===== src/ffha_pkg.sv =====
// shared types and constants for the first-fit heap allocator
// no dependencies
package ffha_pkg;

    localparam int unsigned SIZE_W   = 25;
    localparam int unsigned ADDR_W   = 32;
    localparam int unsigned STATUS_W = 3;
    localparam int unsigned SLACK    = 8;
    localparam logic [SIZE_W-1:0] HEAP_BYTES_RST = 25'd16777216;
    localparam logic [ADDR_W-1:0] HEAP_BASE_RST  = 32'h0010_0000;

    typedef enum logic [STATUS_W-1:0] {
        ST_OK        = 3'd0,
        ST_ZERO_SIZE = 3'd1,
        ST_NO_MEMORY = 3'd2,
        ST_TABLE_FULL = 3'd3,
        ST_UNKNOWN   = 3'd4
    } t_status;

    typedef enum logic {
        ACT_ALLOC   = 1'b0,
        ACT_RELEASE = 1'b1
    } t_action;

    typedef enum logic {
        CFG_HEAP_BASE  = 1'b0,
        CFG_HEAP_BYTES = 1'b1
    } t_cfg_idx;

    typedef enum logic [3:0] {
        S_IDLE,
        S_A_EV,
        S_A_SPL,
        S_A_APP,
        S_A_TAIL,
        S_R_EV,
        S_M_RD,
        S_M_LD,
        S_M_EV,
        S_M_EV2,
        S_RESP
    } t_state;

endpackage


===== src/ffha_seg_table.sv =====
// segment table memory: one write port, one registered read port
// depends on ffha_pkg
module ffha_seg_table #(
    parameter int unsigned MAX_SEGMENTS = 64
) (
    input  logic                                i_clk,
    input  logic                                i_we,
    input  logic [$clog2(MAX_SEGMENTS)-1:0]     i_waddr,
    input  logic [ffha_pkg::SIZE_W-1:0]         i_w_off,
    input  logic [ffha_pkg::SIZE_W-1:0]         i_w_size,
    input  logic                                i_w_free,
    input  logic [$clog2(MAX_SEGMENTS)-1:0]     i_w_link,
    input  logic                                i_w_has,
    input  logic [$clog2(MAX_SEGMENTS)-1:0]     i_raddr,
    output logic [ffha_pkg::SIZE_W-1:0]         o_r_off,
    output logic [ffha_pkg::SIZE_W-1:0]         o_r_size,
    output logic                                o_r_free,
    output logic [$clog2(MAX_SEGMENTS)-1:0]     o_r_link,
    output logic                                o_r_has
);
    localparam int unsigned IW = $clog2(MAX_SEGMENTS);
    localparam int unsigned RW = 2 * ffha_pkg::SIZE_W + IW + 2;

    logic [RW-1:0] mem [MAX_SEGMENTS];
    logic [RW-1:0] r_rd;

    always_ff @(posedge i_clk) begin
        if (i_we) begin
            mem[i_waddr] <= {i_w_off, i_w_size, i_w_free, i_w_link, i_w_has};
        end
        r_rd <= mem[i_raddr];
    end

    assign {o_r_off, o_r_size, o_r_free, o_r_link, o_r_has} = r_rd;
endmodule


===== config.mk =====
export PLATFORM = sky130hd
export DESIGN_NAME = ffha_seg_table
export DESIGN_NICKNAME = d
export VERILOG_FILES = /design/src/ffha_pkg.sv /design/src/ffha_seg_table.sv
export SDC_FILE = /design/constraint.sdc
export NUM_CORES = 2
export LEC_CHECK = 0
export BUFFER_PORTS_ARGS = -buffer_cell sky130_fd_sc_hd__buf_2
export CAP_MARGIN = 40
export CORE_MARGIN = 8
export CORE_UTILIZATION = 40
export CTS_CLUSTER_SIZE = 16
export DETAILED_ROUTE_END_ITERATION = 8
export GPL_ROUTABILITY_DRIVEN = 0
export PLACE_DENSITY_LB_ADDON = 0.2
export SYNTH_ARGS = -nofsm -noshare
export SYNTH_HDL_FRONTEND = slang
export SYNTH_SLANG_ARGS = --single-unit

===== constraint.sdc =====
create_clock -name i_clk -period 7.59 [get_ports i_clk]
set_clock_uncertainty 0.2 [all_clocks]
set_input_delay 0.759 -clock i_clk [delete_from_list [all_inputs] [get_ports i_clk]]
set_output_delay 0.759 -clock i_clk [all_outputs]
set_load 0.1 [all_outputs]

# ---- Word level (Yosys, flattened, before mapping)
# Memories as Yosys holds them, arrays and structs flattened. A register that Yosys moved wholly into a read port is not among the register bits.
# Cells that the tools add are included.
dict set report totals {
  regBits 0
  latch_bits 0
  ramBits 3712
  rom_bits 0
  inputBits 72
  out_inout_bits 58
  word_cells 3
  n_memories 1
}
dict set report op_classes {
  addsub 0
  mul 0
  div_mod_pow 0
  magnitude_cmp 0
  eq_ne 0
  shifts 0
  muxes 2
  n_bitwise 0
  reduce_logical 0
}
# name depth width rd rd_ports_with_merged_regs write_ports line_no
set memory_table {}
lappend memory_table {mem 64 58 1 1 1 ffha_seg_table.sv:24} ;# logic [RW-1:0] mem [MAX_SEGMENTS];
# operator count
set ops {}
lappend ops {{1-bit 2-to-1 mux} 2}

# ---- Depth between registers and ports, before layout
dict set report depth {
  ltp_word 2
  depth_mapped 9
  ltp_nobuf 5
}

# ---- Least setup slack after synthesis
# OpenSTA, ideal clock, no wires.
dict set report synth_path {
  path_kind {in2reg}
  startpoint {input i_waddr[3]}
  endpoint {memory mem[48][0] in the netlist's numbering (enable)}
  setup_time_ns 0.545
  arrival_time_ns 5.202
  required_time_ns 6.845
  setup_slack_ns 1.643
  path_stages 4
  n_path_buf 1
  path_cell_list {clkbuf_1 nor2b_1 nand4b_1 nor3_1}
}
# element line_no
set synth_lines {}
lappend synth_lines {{start, declared} ffha_seg_table.sv:8} ;# input logic [$clog2(MAX_SEGMENTS)-1:0] i_waddr,
lappend synth_lines {{end, declared} ffha_seg_table.sv:24}
# Straight into the memory's write port.

# ---- Worst setup path in the final report
dict set report layout_path {
  startpoint {input i_waddr[1]}
  endpoint {memory mem[59][6] in the netlist's numbering (enable)}
}
# Straight into the memory's write port.

==> summary.md <==
| Metric | Value |
|---|---|
| Final hold violations | `0` |
| Yosys cell types | `38` |
| Peak supply drop | `219 uV` |
| Die Y | `610 um` |
| DR WL/cell | `36.5 um` |
| P per Cell Area | `267 nW/um^2` |
| Input/output buffers | `about 130` |
| Main flop type after synthesis | `edfxtp_1` |
| Vias in the first global route | `69500` |
| Setup crit start kind | `input port` |
| Clock Tree Buf Depth | `4` |
| Cell area after synthesis | `141000 um^2` |
| Gr usage total | `22.1%` |
| Global-route wire length before repair | `~580000 um` |
| Yosys reg bits | `3770` |
| Max Fclk | `slightly above 0.3 GHz` |
| CP Cell Sequence | `buf_2 -> nor2b_1 -> nand3_1 -> nor2_4 -> buf_4` |
| 1st-pass router iterations | `6` |
| Site row count | `218` |
| Setup bufs post-CTS | `0` |
| Critical Path AT | `between 3000 and 4000 ps` |
| Final wirelength | `421000 um` |
| Relative slew slack | `30.5%` |
| Final worst slack | `4290 ps` |
| Syn_area_per_cell | `approximately 24 um^2` |
| Post-synth ARST share | `0%` |
| Die width | `610 um` |
| Setup TNS | `0 ps` |
| Post-synth net total | `6070` |
| Static leakage | `50.3 nW` |
| Share of layout cells above drive strength 1 | `about 29%` |
| Routed vias | `69300` |
| Hold Path Class | `in -> reg` |
| Post-Place Setup Slack | `3250 ps` |
| DRC | `0` |
| Die area | `372000 um^2` |
| CTS Sinks | `around 3800` |
| Worst EP required | `7880 ps` |
| Final period util | `43.5%` |
| Clock Latency Late Sink | `900 ps` |
| Post-layout nets | `6549` |
| TritonCTS buffer count | `379` |
| Reg clk slew, reported paths | `60 ps` |
| Worst stage delay on the critical path | `approximately 900 ps` |
| Crit end category | `flop` |
| Congestion Overflow GR | `0` |
| Setup violators final | `0` |
| CP Max Fanout | `39` |
| Root Buffer | `clkbuf_16` |
| Number of synthesized flops with an enable pin | `roughly 3700` |
| Tmin final | `3300 ps` |
| Detail Placement HPWL | `roughly 240000 um` |
| Synth warnings | `0` |
| CTS H-tree lvls | `5` |
| Initial core utilization | `40.1%` |
| CTS tree | `built` |
| Syn Inst Count | `5998` |
| Outcome | `finished clean` |
| DRT iter0 DRCs | `9747` |
| Fin. max-slew vios | `0` |
| Antenna viol nets, final | `0` |
| RSZ-0062 raised after global routing | `false` |
| Worst-margin pin slew | `1040 ps` |
| Core area | `352000 um^2` |
| IO Count | `130` |
| Vias per Instance | `around 6` |
| Largest net degree at the start of global routing | `126` |
| Initial antenna violation count | `54` |
| Sequential cell area fraction in the yosys report | `between 70 and 80%` |
| Placed instance area | `151000 um^2` |
| Max-Cap Viols | `0` |
| Critical path's slowest cell | `nor2_4` |
| Crit path kind | `in -> reg` |
| Fillers | `28900` |
| Fin area | `163000 um^2` |
| P&R area growth vs syn | `15.3%` |
## cell type report
cell class	instances	area [um^2]	area share [%]
clock buffers	501	10200	6.29
repair buffers	439	5020	3.08
multi-input cells	1887	27600	16.9
clock inverters	176	1450	0.888
flip-flops and latches	3770	113000	69.1
well taps	4730	5920	3.63
diodes	36	90.1	0.0553
## registers in the layout (all words and copies together) (netlist names)
name,cells
r_rd,58
mem,3712
## power by group
| part | total (W) | switching (W) | leakage (nW) | internal (W) |
|---|---|---|---|---|
| clock | 0.0180 | 0.00776 | 5.71 | 0.0102 |
| sequential | 0.0232 | 0.000131 | 33.9 | 0.0230 |
| combinational | 0.00241 | 0.00163 | 10.7 | 0.000781 |
## stage by stage
| step | util, % | std cells | power (W) | hold WS (ps) |
|---|---|---|---|---|
| after floorplan | - | 5998 | 0.0249 | 544 |
| after global placement | 42.2 | 10700 | 0.0259 | 599 |
| after detailed placement | 42.8 | 10800 | 0.0260 | 617 |
| after CTS | 46.2 | 11500 | 0.0438 | 9.47 |
| after global routing | 46.3 | 11500 | 0.0447 | 63.5 |
| final | 46.3 | 11500 | 0.0436 | 81.1 |
## cell usage after synthesis, types with 19 or more instances
cell	number	area [um^2]
a21oi_1	82	410
a221oi_1	39	342
a22oi_1	35	263
buf_1	20	75.1
buf_2	132	661
buf_4	40	300
clkbuf_1	143	537
dfxtp_1	58	1160
edfxtp_1	3712	111000
mux2_2	41	462
mux2i_1	131	1310
mux4_2	890	20000
nand2_1	29	109
nor2_1	105	394
nor2b_1	24	150
nor4_1	47	294
o21ai_0	19	95.1
o221ai_1	79	692
o22a_1	38	333
o22ai_1	215	1350
## what timing repair did
action | in CTS | in global routing
hold endpoints to repair | 150 | 12
gates resized for setup | 0 | 0
hold buffers | 21 | 3
## cell families after synthesis
kind of cell | share of synthesized area [%]
multiplexers | 15.4
flip-flops | 79.7
AND/OR/NAND/NOR | 0.968
AO/OA/AOI/OAI | 2.71
buffers and inverters | 1.16
## routing by layer
metal | part of all wire (%) | vias to the layer above | track usage [%]
li1 | - | 27000 | -
met1 | 41 | 38200 | 31.5
met2 | 47 | 3395 | 34.8
met3 | 8.5 | 635 | 4.05
met4 | 3.3 | 6 | 6.90
met5 | 0.011 | - | 0
## worst paths after layout
| kind | cells after the start | end | start | slack, ps |
|---|---|---|---|---|
| setup / recovery | 5 | mem[59][6] | i_waddr[1] | 4290 |
| hold / removal | 1 | mem[19][46] | i_w_off[13] | 80 |
| setup reg to reg | 5 | r_rd[10] | mem[8][10] | 5380 |
| hold reg to reg | 4 | r_rd[10] | mem[50][10] | 620 |
## layout by cell type, fill, tap and decap left out, types with 34 or more instances in the layout
| master | synthesis | final |
|---|---|---|
| edfxtp_1 | 3712 | 3712 |
| mux4_2 | 890 | 890 |
| clkbuf_16 | 0 | 385 |
| o22ai_1 | 215 | 215 |
| buf_4 | 40 | 150 |
| mux2i_1 | 131 | 131 |
| buf_2 | 132 | 124 |
| buf_12 | 0 | 100 |
| clkbuf_1 | 143 | 98 |
| a21oi_1 | 82 | 82 |
| clkinv_1 | 0 | 80 |
| o221ai_1 | 79 | 79 |
| nor2_4 | 0 | 62 |
| dfxtp_1 | 58 | 58 |
| clkinv_2 | 0 | 51 |
| nor4_1 | 47 | 47 |
| nor2_1 | 105 | 42 |
| mux2_2 | 41 | 41 |
| a221oi_1 | 39 | 39 |
| o22a_1 | 38 | 38 |
| diode_2 | 0 | 36 |
| a22oi_1 | 35 | 35 |
| buf_16 | 0 | 34 |
## worst max-delay path: cells and delay by family
family | cells | cell delay [ps]
buffers and inverters | 2 | 1040
AND/OR/NAND/NOR | 3 | 1700
Note: power is estimated with default switching activity, not from simulation.
