**src/ffha_pool.sv**
```systemverilog
// entry pool: in-use bits, lowest free entry and entry count
// depends on nothing beyond its parameter
module ffha_pool #(
    parameter int unsigned MAX_SEGMENTS = 64
) (
    input  logic                                i_clk,
    input  logic                                i_rst_n,
    input  logic                                i_grab,
    input  logic                                i_rel,
    input  logic [$clog2(MAX_SEGMENTS)-1:0]     i_rel_idx,
    output logic [$clog2(MAX_SEGMENTS)-1:0]     o_free_idx,
    output logic [$clog2(MAX_SEGMENTS+1)-1:0]   o_count,
    output logic                                o_full
);
    localparam int unsigned IW = $clog2(MAX_SEGMENTS);
    localparam int unsigned CW = $clog2(MAX_SEGMENTS + 1);

    logic [MAX_SEGMENTS-1:0] r_used;
    logic [CW-1:0]           r_count;

    always_comb begin
        o_free_idx = '0;
        for (int i = MAX_SEGMENTS - 1; i >= 0; i--) begin
            if (!r_used[i]) o_free_idx = IW'(i);
        end
    end

    always_ff @(posedge i_clk) begin
        if (!i_rst_n) begin
            r_used  <= '0;
            r_count <= '0;
        end else if (i_grab) begin
            r_used[o_free_idx] <= 1'b1;
            r_count            <= r_count + CW'(1);
        end else if (i_rel) begin
            r_used[i_rel_idx] <= 1'b0;
            r_count           <= r_count - CW'(1);
        end
    end

    assign o_count = r_count;
    assign o_full  = (r_count >= CW'(MAX_SEGMENTS));
endmodule

```
**config.mk**
```make
export PLATFORM = sky130hd
export DESIGN_NAME = ffha_pool
export DESIGN_NICKNAME = d
export VERILOG_FILES = /design/src/ffha_pool.sv
export SDC_FILE = /design/constraint.sdc
export NUM_CORES = 1
export LEC_CHECK = 0
export BUFFER_PORTS_ARGS = -buffer_cell sky130_fd_sc_hd__buf_2
export CAP_MARGIN = 5
export CORE_MARGIN = 2
export CORE_UTILIZATION = 57
export DETAILED_ROUTE_END_ITERATION = 10
export GPL_TIMING_DRIVEN = 0
export PLACE_DENSITY = 0.76
export SYNTH_ARGS = -nofsm -noshare
export SYNTH_HDL_FRONTEND = slang
export SYNTH_SLANG_ARGS = --single-unit
```
**constraint.sdc**
```tcl
create_clock -name i_clk -period 3.79 [get_ports i_clk]
set_clock_uncertainty 0.2 [all_clocks]
set_input_delay 0.379 -clock i_clk [delete_from_list [all_inputs] [get_ports i_clk]]
set_output_delay 0.379 -clock i_clk [all_outputs]
set_load 0.05 [all_outputs]
```
# == After elaboration in Yosys (flattened, before gate mapping) ==
# Cells that the tools add are included.
# word_totals
ff_bits,71
latch_bits,0
ram_bits,0
mem_bits_ro,0
input_bits,10
output_inout_bits,14
n_memories,0
# op_classes
add_sub_neg,2
n_mul,0
n_div,0
magnitude_cmp,5
n_eq_ne,0
shift,0
muxes,72
bitwise,3
reduce_logical,3
# op_table
cell,n
6-bit two-way mux,64
64-bit two-way mux,2
64-bit AND,1
64-bit NOT,1
64-bit bitwise OR,1
"6-bit by 7-bit less-than comparator with 1-bit output, second input constant",2
7-bit two-way mux,2
1-bit demux with 6-bit select,2
"6-bit by 1-bit >= comparator with 1-bit output, second input constant",2
"7-bit by 1-bit adder with 7-bit output, second input constant",1
"7-bit >= comparator, second input constant",1
"7-bit by 1-bit subtractor with 7-bit output, second input constant",1
1-bit logical AND,2
1-bit two-way mux,2
2-bit nonzero test,1

# == Logic depth before layout (Yosys ltp) ==
# logic_depth
depth_word,70
ltp_mapped,10

# == Worst setup path before layout ==
# OpenSTA, ideal clock, no wires.
# synth_path
path_type,reg-to-reg
start,reg r_used[53]
end,reg r_used[0]
setup_time_ns,0.123
arrival_ns,2.444
setup_slack_ns,1.023
stages_incl_launch_ff,9
path_buffers,1
synth_period_minus_slack_ns,2.767
path_cell_list,dfxtp_1 > nor2b_1 > a311oi_1 > o21ai_0 > a221o_1 > a211oi_2 > or2_1 > buf_2 > o21ai_1
# synth_via
elab_chain_cells,60
# synth_rtl
element,line_no,text
from (decl),18,logic [MAX_SEGMENTS-1:0] r_used;
from (signal assigned),30,r_used <= '0;
"from (signal, indexed assignment)",33,r_used[o_free_idx] <= 1'b1;
"from (signal, indexed assignment)",36,r_used[i_rel_idx] <= 1'b0;
6-bit two-way mux (*) (54 in series),24,if (!r_used[i]) o_free_idx = IW'(i);
net o_free_idx[0],11,"output logic [$clog2(MAX_SEGMENTS)-1:0] o_free_idx,"
6-bit by 7-bit less-than comparator with 1-bit output (not written as such) / 6-bit by 1-bit >= comparator with 1-bit output (equally long branches),33,
1-bit logical AND (not written as such),33,
1-bit two-way mux (not written as such),33,
1-bit demux with 6-bit select (*),33,
64-bit bitwise OR (no source line) (*),--,
64-bit two-way mux (*),32,end else if (i_grab) begin
# The timed path passes the listed nets; every way through them passes the cells marked *.
# A chain may end at the register's enable or synchronous reset.

# == Worst setup path after layout ==
# layout_path
start,reg r_used[53]
end,out o_free_idx[0]
# layout_via
elab_chain_cells,54
# layout_rtl
element,line_no
6-bit two-way mux (54 in series),24
to (decl),11
# Every way passes these cells.

==> qor.log <==
INFO  run_status     status=finished, final reports clean
INFO  setup_path     cp-start-kind=register
INFO  synthesis      synthMostInstantiatedCell=sky130_fd_sc_hd__nand2_1
INFO  synthesis      synth_cell_type_count=62
INFO  synthesis      synth_area_leaders=sky130_fd_sc_hd__dfxtp_1, sky130_fd_sc_hd__o211ai_1, sky130_fd_sc_hd__nand2_1
INFO  cells_and_area final_layout_size_suffix_gt1_frac=0.106
INFO  setup_path     crit_path_end_kind=output port
INFO  timing         period_share=0.808
INFO  synthesis      synthAdderAreaFrac=0.0180
INFO  synthesis      yosys.area_share.simple=0.278
INFO  clock_tree     post_cts.resized_instances=0
INFO  synthesis      synth_top_area_cell=sky130_fd_sc_hd__dfxtp_1
INFO  cells_and_area syn2layout_area_growth=10.3%
INFO  clock_tree     tritoncts=built
INFO  synthesis      async_flop_share=0
INFO  clock_tree     cts-root-buf=sky130_fd_sc_hd__clkbuf_8
INFO  clock_tree     cts.clk_slew.worst_paths=0.09ns
INFO  die            design.die.area=0.00879sqmm
INFO  setup_path     timing.critical_path.required=3.21ns
INFO  synthesis      yosysSeqAreaShare=0.309
INFO  clock_tree     cts_made_buffers=9
INFO  clock_tree     htree_num_levels=3
INFO  timing         layout_min_cycle_time=3.06ns
INFO  synthesis      syn-instance-count=612
INFO  global_routing grt_start_max_net_pins=14
INFO  clock_tree     clock-sinks=71
INFO  drt            vias=5329
INFO  clock_tree     maximum_number_of_buffers_from_clock_root_to_sink=2
INFO  drt            detailedRoute.firstPassIterationCount=6
INFO  global_routing globalRouteOverflowTotal=0
INFO  synthesis      synth_top_family_by_area=compound AO/OA/AOI/OAI gates
INFO  synthesis      dominant_register_cell_in_the_synthesized_netlist=sky130_fd_sc_hd__dfxtp_1
INFO  cells_and_area nets=660
INFO  global_routing first_global_vias=4881
INFO  min_path       worstHoldPathType=input pin to register
INFO  power          finalPower=1.97mW
INFO  timing         fin_setup_tns=0ns
INFO  power          p_leak=1.59nW
INFO  power          ir_worst_vdd=290uV
INFO  timing         final_count_of_pins_violating_max_slew=0
INFO  synthesis      synth_enable_flop_cells=0
INFO  min_path       hold_path.startpoint=i_rst_n
INFO  synthesis      avgSynthCellArea=7.51squm
INFO  job            max_cap_viol_count=0
INFO  synthesis      register_bit_total_from_synthesis=71
INFO  placement      gpl.final_weighted_congestion=0.981
INFO  setup_path     crit_start=r_used[53]
INFO  timing         finalSetupViolCount=0
INFO  die            core.rowCount=32
INFO  drt            avgViaCountPerCell=7.10
INFO  placement      port-buffer-count=20
INFO  global_routing global_route.usage.total=0.408
INFO  die            placeableCoreArea=0.00777sqmm
INFO  global_routing antenna_found_initial=0
INFO  synthesis      post_synthesis_mux_area_share=0.00218
INFO  cells_and_area layout.filler_cells=728
INFO  power          cellPowerDensity=388mW/mm^2
INFO  cells_and_area ff_latch_area=0.00142sqmm
INFO  timing         unrepaired_setup_endpoints_after_global_routing=no
INFO  die            start_util=0.591
INFO  synthesis      synth_top_cell_area_share=0.309
INFO  timing         slew-limit-headroom=0.204
INFO  global_routing grt_pass1_wl=26800um
INFO  clock_tree     clk-insertion-delay-late=0.36ns
INFO  synthesis      xor_xnor_share_of_the_synthesized_area=0.0114
INFO  setup_path     worst-setup-path-type=register to output port
INFO  timing         hold_violations=0
INFO  drt            drc=0
INFO  die            boundaryPins=24
INFO  clock_tree     holdBufCountCts=0
INFO  cells_and_area layout.cell_area.non_filler=0.00507sqmm
INFO  synthesis      synthTopCellsByCount=sky130_fd_sc_hd__nand2_1, sky130_fd_sc_hd__dfxtp_1, sky130_fd_sc_hd__o211ai_1
INFO  die            die_x=93.8um
INFO  drt            antenna_violating_nets_post_route=0
INFO  setup_path     timing.rr.start=r_used[47]
INFO  setup_path     cp_data_arrival_time=2.48ns
INFO  cells_and_area diodes=0
INFO  placement      place_hpwl=12000um
INFO  synthesis      yosys_warnings=0
INFO  setup_path     path_max_fanout=7
INFO  cells_and_area multiInputGateArea=0.00298sqmm
INFO  timing         max_slew.worst_pin.slew=1.18ns
INFO  timing         fmaxAchievable=326MHz
INFO  drt            dr.first_iter.drc_count=674
INFO  placement      dp_area=0.00483sqmm
INFO  synthesis      synth_area=0.00459sqmm
INFO  drt            route.detailed.wl_per_inst=23.2um
INFO  synthesis      synth_compound_gate_area_share=0.340
INFO  clock_tree     post_cts_buffers=0
INFO  drt            drt_total_wl=17400um
INFO  cells_and_area finalCoreUtilization=0.652
INFO  die            floorplan.die.height=93.8um
INFO  synthesis      synth_nets=628
==> registers in the layout, summed over array words and instances, names as in the netlist <==
| signal | flops |
|---|---|
| r_used | 64 |
| o_count | 7 |
==> power breakdown <==
part | switching [mW] | total, mW | internal (mW)
Combinational | 0.296 | 0.399 | 0.102
Clock | 0.340 | 0.780 | 0.440
Sequential | 0.0215 | 0.788 | 0.767
Total | 0.657 | 1.97 | 1.31
==> logic make-up (layout without fill, tap and decap cells) <==
kind of cell | count (synthesis) | count (layout)
AOI/OAI and AO/OA | 236 | 236
xor gates and xnor gates | 6 | 6
adders and majority gates | 6 | 6
buffers and inverters | 49 | 86
DFF | 71 | 71
muxes | 1 | 1
and+or+nand+nor | 243 | 243
==> critical path, stage by stage, from the launching register on <==
cell and delay (ns):
sky130_fd_sc_hd__dfxtp_1 0.37, sky130_fd_sc_hd__nor2b_1 0.15, sky130_fd_sc_hd__a311oi_1 0.23, sky130_fd_sc_hd__o21ai_0 0.17
sky130_fd_sc_hd__a221o_1 0.46, sky130_fd_sc_hd__a211oi_2 0.39, sky130_fd_sc_hd__buf_2 0.34
==> layer usage <==
metal / wire (um) / up-vias / global-route usage
met3: 2280 / 79 / 0.107
met4: 962 / 0 / 0.243
li1: - / 2375 / -
met5: 0 / - / 0
met1: 6730 / 2468 / 0.532
met2: 7480 / 407 / 0.602
==> cells in the final DEF (no fill, tap or decap), types with 3 or more instances in the layout <==
cell type,instances
sky130_fd_sc_hd__and3_1,6
sky130_fd_sc_hd__o21ai_2,6
sky130_fd_sc_hd__or2_1,3
sky130_fd_sc_hd__a21boi_1,4
sky130_fd_sc_hd__nor3b_1,5
sky130_fd_sc_hd__nor2_1,26
sky130_fd_sc_hd__and4_1,4
sky130_fd_sc_hd__clkbuf_8,9
sky130_fd_sc_hd__nand4_1,20
sky130_fd_sc_hd__o21ai_0,41
sky130_fd_sc_hd__o21bai_1,4
sky130_fd_sc_hd__and2_1,5
sky130_fd_sc_hd__dfxtp_1,71
sky130_fd_sc_hd__nor2b_1,6
sky130_fd_sc_hd__a21o_1,5
sky130_fd_sc_hd__buf_2,27
sky130_fd_sc_hd__and3b_1,3
sky130_fd_sc_hd__inv_1,13
sky130_fd_sc_hd__nand2b_1,9
sky130_fd_sc_hd__a31oi_1,21
sky130_fd_sc_hd__buf_1,3
sky130_fd_sc_hd__bufinv_16,3
sky130_fd_sc_hd__nor3_1,8
sky130_fd_sc_hd__o211ai_1,69
sky130_fd_sc_hd__nand3_1,24
sky130_fd_sc_hd__o21ai_1,23
sky130_fd_sc_hd__ha_1,5
sky130_fd_sc_hd__o31ai_1,11
sky130_fd_sc_hd__nand2_1,93
sky130_fd_sc_hd__xnor2_1,4
sky130_fd_sc_hd__a21oi_1,34
sky130_fd_sc_hd__or3_1,13
sky130_fd_sc_hd__clkbuf_1,26
==> through the flow <==
step / cells / hold slack (ns) / worst slack, ns
detailed placement: 735 / 0.300 / 0.597
global route: 751 / 0.261 / 0.710
global placement: 734 / 0.258 / 0.609
finish: 751 / 0.252 / 0.727
floorplan: 612 / 0.276 / 1.02
CTS: 751 / 0.255 / 0.791
==> path summary, 6_finish.rpt <==
path | endpoint | slack [ns] | cells after the start
worst min-delay path | o_count[1] | 0.25 | 3
worst max-delay path | o_free_idx[0] | 0.73 | 6
worst min register to register | o_count[5] | 0.31 | 2
worst max register to register | r_used[35] | 0.90 | 8
==> final cells by class <==
cell class / count / area share
inverters: 14 / 0.0104
flip-flops and latches: 71 / 0.280
clock buffers: 9 / 0.0244
clock inverters: 7 / 0.0232
multi-input cells: 492 / 0.588
repair buffers: 21 / 0.0207
plain buffers: 35 / 0.0274
well taps: 102 / 0.0252
Power figures use the tool's default switching activity.
